--- src/poh_pkg.sv ---
// Shared types, constants and helpers of the pyramid orientation histogram.
package poh_pkg;

  localparam int CW        = 10;
  localparam int CNT_W     = 21;
  localparam int BIN_W     = 5;
  localparam int OB_W      = 4;
  localparam int LEV_W     = 2;
  localparam int RI_W      = 11;
  localparam int OP_W      = 2;
  localparam int CFG_IDX_W = 3;
  localparam int LVL_W     = 3;
  localparam int SH_W      = CW + 1 + (1 << LVL_W) - 1;

  localparam logic [CNT_W-1:0] COUNT_LIMIT = 21'd1048576;

  localparam logic [OP_W-1:0] OP_CLEAR = 2'd0;
  localparam logic [OP_W-1:0] OP_ADD   = 2'd1;
  localparam logic [OP_W-1:0] OP_READ  = 2'd2;

  localparam logic [CFG_IDX_W-1:0] CFG_BOX_LEFT   = 3'd0;
  localparam logic [CFG_IDX_W-1:0] CFG_BOX_RIGHT  = 3'd1;
  localparam logic [CFG_IDX_W-1:0] CFG_BOX_TOP    = 3'd2;
  localparam logic [CFG_IDX_W-1:0] CFG_BOX_BOTTOM = 3'd3;
  localparam logic [CFG_IDX_W-1:0] CFG_BIN_COUNT  = 3'd4;
  localparam logic [CFG_IDX_W-1:0] CFG_LEVELS     = 3'd5;

  typedef struct packed {
    logic             start;
    logic [CW-1:0]    dividend;
    logic [CW:0]      divisor;
    logic [LVL_W-1:0] level;
  } poh_div_req_t;

  typedef struct packed {
    logic          done;
    logic          over;
    logic [CW-1:0] quotient;
  } poh_div_rsp_t;

  function automatic logic [CNT_W-1:0] sat_inc(input logic [CNT_W-1:0] v);
    return (v >= COUNT_LIMIT) ? COUNT_LIMIT : v + 1'b1;
  endfunction

endpackage

--- src/poh_cell_div.sv ---
// Iterative cell finder: restoring division, one compare-subtract per cycle.
module poh_cell_div (
  input  logic                  clk,
  input  logic                  rst,
  input  poh_pkg::poh_div_req_t req,
  output poh_pkg::poh_div_rsp_t rsp
);
  import poh_pkg::*;

  logic             busy;
  logic             done;
  logic [LVL_W-1:0] step;
  logic [LVL_W-1:0] lvl;
  logic [CW-1:0]    rem;
  logic [CW:0]      dvs;
  logic [CW-1:0]    quot;
  logic             over;
  logic [SH_W-1:0]  shifted;
  logic             ge;

  assign shifted = SH_W'(dvs) << step;
  assign ge      = SH_W'(rem) >= shifted;

  // The first step checks that the quotient fits in level bits; the others
  // produce one quotient bit each, most significant first.
  always_ff @(posedge clk) begin
    if (rst) begin
      busy <= 1'b0;
      done <= 1'b0;
    end else begin
      done <= 1'b0;
      if (req.start && !busy) begin
        busy <= 1'b1;
      end else if (busy) begin
        if ((step == lvl) && ge) begin
          busy <= 1'b0;
          done <= 1'b1;
        end else if (step == '0) begin
          busy <= 1'b0;
          done <= 1'b1;
        end
      end
    end
  end

  always_ff @(posedge clk) begin
    if (req.start && !busy) begin
      step <= req.level;
      lvl  <= req.level;
      rem  <= req.dividend;
      dvs  <= req.divisor;
      quot <= '0;
      over <= 1'b0;
    end else if (busy) begin
      if (step == lvl) begin
        if (ge) begin
          over <= 1'b1;
        end
      end else if (ge) begin
        rem  <= CW'(SH_W'(rem) - shifted);
        quot <= quot | (CW'(1) << step);
      end
      if (step != '0) begin
        step <= step - 1'b1;
      end
    end
  end

  assign rsp.done     = done;
  assign rsp.over     = over;
  assign rsp.quotient = quot;

endmodule

--- config.mk ---
export PLATFORM = sky130hd
export DESIGN_NAME = poh_cell_div
export DESIGN_NICKNAME = d
export VERILOG_FILES = /design/src/poh_pkg.sv /design/src/poh_cell_div.sv
export SDC_FILE = /design/constraint.sdc
export NUM_CORES = 1
export LEC_CHECK = 0
export BUFFER_PORTS_ARGS = -buffer_cell sky130_fd_sc_hd__buf_2
export CAP_MARGIN = 20
export CORE_UTILIZATION = 50
export DETAILED_ROUTE_END_ITERATION = 10
export GPL_ROUTABILITY_DRIVEN = 0
export GPL_TIMING_DRIVEN = 0
export PLACE_DENSITY_LB_ADDON = 0.1
export REMOVE_ABC_BUFFERS = 1
export SYNTH_ARGS = -nofsm -noshare
export SYNTH_HDL_FRONTEND = slang
export SYNTH_SLANG_ARGS = --single-unit
--- constraint.sdc ---
create_clock -name clk -period 7.1 [get_ports clk]
set_input_delay 0.355 -clock clk [delete_from_list [all_inputs] [get_ports clk]]
set_output_delay 0.355 -clock clk [all_outputs]
set_load 0.01 [all_outputs]
; Yosys cells after proc, flatten, opt, wreduce, memory -nomap -nowiden
; Cells that the tools add are included.
[op_classes]
addsub = 2
order_cmp = 1
eq_ne = 2
shifts = 2
n_mux = 13
bitwise_logic = 3
n_reduce_logical = 13
[op_table]
columns = op, count
row1 = $mux 10, 4
row2 = $ge 10x18->1, 1
row3 = $shl 11x3->18, 1
row4 = $or 10x10->10, 1
row5 = $shl 1x3->10 const A, 1
row6 = $sub 10x10->10, 1
row7 = $mux 3, 3
row8 = $reduce_and 3->1, 3
row9 = $mux 1, 6
row10 = $reduce_bool 2->1, 3
row11 = $eq 3x3->1, 1
row12 = $logic_not 3->1, 1
row13 = $reduce_bool 3->1, 1
row14 = $reduce_or 3->1, 1
row15 = $sub 3x1->3 const B, 1
row16 = $logic_and 1x1->1, 2
row17 = $ne 2x2->1 const B, 1
row18 = $not 1->1, 2
row19 = $reduce_and 2->1, 1
row20 = $logic_not 1->1, 1
[totals]
reg_bits = 40
inputBits = 27
out_inout_bits = 12
wordCells = 44

; Longest topological paths before layout
[depth]
depth_word = 6
mapped_depth = 13
ltp_nobuf = 11

; Worst setup path after synthesis
; Ideal clock, no wire load.
[synth_path]
path_kind = register to register
startpoint = reg step[2]
endpoint = reg rem[0] (enable)
setup_time_ns = 0.391
arrival_ns = 3.261
required_time_ns = 6.709
path_slack_ns = 3.448
stages_incl_launch_ff = 12
n_path_buf = 3
period_less_slack_ns = 3.652
path_cell_list = edfxtp_1 -> clkbuf_1 -> clkbuf_1 -> buf_1 -> nor3_1 -> ha_1 -> fa_1 -> nand2b_1 -> a21oi_1 -> o211a_1 -> o21ai_1 -> o21ai_0
[synth_between]
elab_chain_len = 4
word_cells_on_any_way = 6
cone_classes = order compare: 1 / eq/ne: 2 / shift: 1 / reduce/logical: 2
[synth_rtl]
columns = element, line_no
row1 = start: declaration, poh_cell_div.sv:12  ; logic [LVL_W-1:0] step;
row2 = start signal: assignment, poh_cell_div.sv:48  ; step <= req.level;
row3 = start signal: assignment, poh_cell_div.sv:64  ; step <= step - 1'b1;
row4 = $shl 11x3->18, poh_cell_div.sv:21  ; assign shifted = SH_W'(dvs) << step;
row5 = $ge 10x18->1, poh_cell_div.sv:22  ; assign ge = SH_W'(rem) >= shifted;
row6 = $reduce_bool 2->1 (no source line), --
row7 = $reduce_and 3->1 (no source line) *, --
row8 = end signal: assignment, poh_cell_div.sv:50  ; rem <= req.dividend;
row9 = end signal: assignment, poh_cell_div.sv:60  ; rem <= CW'(SH_W'(rem) - shifted);
row10 = end: declaration, poh_cell_div.sv:14  ; logic [CW-1:0] rem;
; Every way passes the cells marked *; elsewhere a longest branch is shown, timed or not.
; A chain may end at the register's enable or synchronous reset.

; Worst setup path in the final report
[layout_path]
startpoint = reg step[0]
endpoint = reg rem[5] (enable)
; The elaborated chain is that of the path after synthesis.

==> summary.md <==
| Metric | Value |
|---|---|
| CTS max path bufs | `2` |
| Crit path kind | `reg -> reg` |
| Post-synth ARST share | `0%` |
| Critical-path top delay cell | `edfxtp_1` |
| Number of synthesized register bits | `38` |
| Crit. End Element | `flop` |
| Design Power | `slightly below 800 uW` |
| Fillers | `just over 400` |
| Peak VDD IR | `0.135 mV` |
| CP peak stage delay | `740 ps` |
| Yosys warns | `0` |
| Die width | `a little over 70 um` |
| CTS resizes | `0` |
| Vias in the first global route | `between 1,500 and 2,000` |
| # H-tree levels | `2` |
| DRT antenna net count | `0` |
| GR Overflow Total | `0` |
| Io pins | `39` |
| Port buffer count | `36` |
| DR WL met3 | `roughly 190 um` |
| Clk root buf | `clkbuf_8` |
| Most frequent cells after synthesis | `29 x nand2_1, 27 x edfxtp_1, 21 x o21ai_0` |
| FF-to-FF Start | `step[0]` |
| Failing checks | `DRC` |
| Buffer and inverter count on the worst path | `2` |
| Fin util | `60.0%` |
| Setup TNS | `0 ps` |
| Largest net degree at the start of global routing | `38` |
| Post-Syn Area per Cell | `9.99 um^2` |
| Clock sink count | `38` |
| Most common flop cell mapped by yosys | `edfxtp_1` |
| Cell count after synthesis | `between 200 and 250` |
| DIE AREA | `4990 um^2` |
| Outcome | `finished, violations left` |
| Total track usage | `20.1%` |
| Critical Path Stages | `11` |
| ANT cells | `0` |
| Drt first pass iters | `7` |
| Cell with the most instances after synthesis | `nand2_1` |
| Initial antenna violation count | `0` |
| RSZ-0062 raised after global routing | `false` |
| Worst-path cell chain | `clkinv_1 -> nand2_1 -> nor3_1 -> ha_1 -> fa_1 -> nand2b_1 -> a21oi_1 -> o211a_1 -> o21ai_1 -> o21ai_1 -> buf_4` |
| Final Net Count | `311` |
| DRC violations left | `11` |
| Via count | `1,790` |
| CP Max Fanout | `15` |
| Power per cell area | `292 nW/um^2` |
| Final number of max-transition violations | `0` |
| Multi-input combinational cell area | `roughly 1200 um^2` |
| Slew Limit Headroom | `46.6%` |
| Hpwl dp | `~3300 um` |
| Worst Hold Class | `in -> reg` |
| CP startpoint kind | `flop` |
| Clk slew on worst S/H paths | `around 80 ps` |
| 1st-iter DRT viols | `110` |
| Die extent in y | `approximately 71 um` |
| Final WL | `between 4000 and 5000 um` |
| Synth area leader | `edfxtp_1` |
| Area of the core | `between 4000 and 5000 um^2` |
| # Post-CTS Setup Buffers | `0` |
| Clk_skew | `~8.6 ps` |
| Clock insertion delay at the later pin of the skew report | `slightly below 300 ps` |
| Actual slew at the worst max-slew pin | `801 ps` |
| Top cell family by delay on the critical path | `compound AO/OA/AOI/OAI gates` |
| Fin crit period | `between 3000 and 4000 ps` |
| Met1 Wirelength | `2210 um` |
| Final hold vios | `0` |
| Synth cell types | `50` |
| Max-cap viol count | `0` |
| CTS Buf Count | `5` |
| R2R cell count | `11` |
| Final worst path period share | `a little under three fifths` |
| Hold_buf cts | `0` |
| Initial Util | `53.0%` |
| CTS tree | `yes` |
| Number of flops mapped to enable cells by yosys | `27` |
| Top cells by area, synth | `edfxtp_1 34%, dfxtp_1 9.3%, ha_1 8.0%, nand2_1 4.6%, o21ai_0 4.5%` |
| Fmax | `around 0.25 GHz` |
| CP startpoint | `step[0]` |
| Final setup fails | `0` |
| Cell repeated most along the worst path | `o21ai_1` |
| Share of post-route cells with drive strength above 1 | `around a fifth` |
| Worst Hold Depth | `1` |
| First-pass GRT wire length | `a little under 8000 um` |
| Post-synthesis cell area | `around 2400 um^2` |
| P_leak | `roughly 0.0011 uW` |
| Site Rows | `24` |
| Top-area cell type share of the netlist area | `34.4%` |
| Register area share after synthesis | `43.7%` |
| Sequential Area | `approximately 1000 um^2` |
| Post-DR wirelength/cell | `~14 um` |
| Post-DR vias/cell | `between 5 and 6` |
| Area Growth Syn to Fin | `13.2%` |
| Worst path arrival time | `approximately 4000 ps` |
| Met2 Wirelength | `2060 um` |
| Worst path required time | `about 7100 ps` |
| Top Layer Used | `met4` |
| Worst hold path startpoint | `req[13]` |
placed cells by master (no fill, tap or decap), drive strengths merged, types with 2 or more instances in the layout:
cell	count
nand2	29
a21oi	13
conb	2
nand2b	8
clkinv	2
xnor2	5
a21o	2
nand3	8
mux2	2
buf	38
o21ai	23
and3	2
nor2	15
dfxtp	11
ha	15
inv	8
nor2b	3
mux2i	6
edfxtp	27
clkbuf	6
or3	5
a31oi	2
nor3	3
o31ai	3
mux4	4
o2111ai	2
a211oi	3
o21a	3
xor2	2
registers in the layout, summed over array words and instances, names as in the netlist:
signal	count
busy	1
done	1
dvs	11
lvl	3
over	1
quot	8
rem	10
step	3
power by group:
| part | total [uW] | switching (uW) | internal (uW) | leakage (uW) |
|---|---|---|---|---|
| combinational | 316 | 175 | 141 | 0.000696 |
| sequential | 309 | 31.2 | 278 | 0.000349 |
| clock | 155 | 76.7 | 78.0 | 0.0000472 |
| total | 780 | 283 | 497 | 0.00109 |
area by class of cell:
cell class              count  share of cell area, %
clock buffers               6                   3.10
clock inverters             2                  0.469
inverters                   9                   1.27
flip-flops and latches     38                   38.6
repair buffers             38                   8.07
multi-input cells         176                   46.0
well taps                  52                   2.44
kinds of logic after synthesis:
kind of cell,synth area share (%)
buf+inv,4.35
flops,43.7
simple gates,16.7
other cells,0.159
mux,7.33
fa+ha+maj,8.81
compound gates,16.3
xor+xnor,2.60
routing by layer:
metal | GRT usage, % | up-vias
met1 | 27.0 | 817
met3 | 4.27 | 6
met2 | 32.9 | 43
met4 | 6.00 | 0
li1 | - | 924
met5 | 0 | -
final timing paths:
check	end	slack, ps
max	rem[5]	3120
min	dvs[10]	230
max reg2reg	rem[5]	3120
min reg2reg	over	450
stage by stage:
step | hold WS (ps) | worst slack, ps | cells | instance area (um^2)
5_1_grt | 224 | 2670 | 321 | 2670
2_1_floorplan | 454 | 3450 | 223 | 2290
4_1_cts | 225 | 3060 | 320 | 2640
3_3_place_gp | 429 | 2380 | 311 | 2540
6_report | 233 | 3120 | 321 | 2670
3_5_place_dp | 431 | 3090 | 312 | 2540
Note: power is estimated with default switching activity, not from simulation.
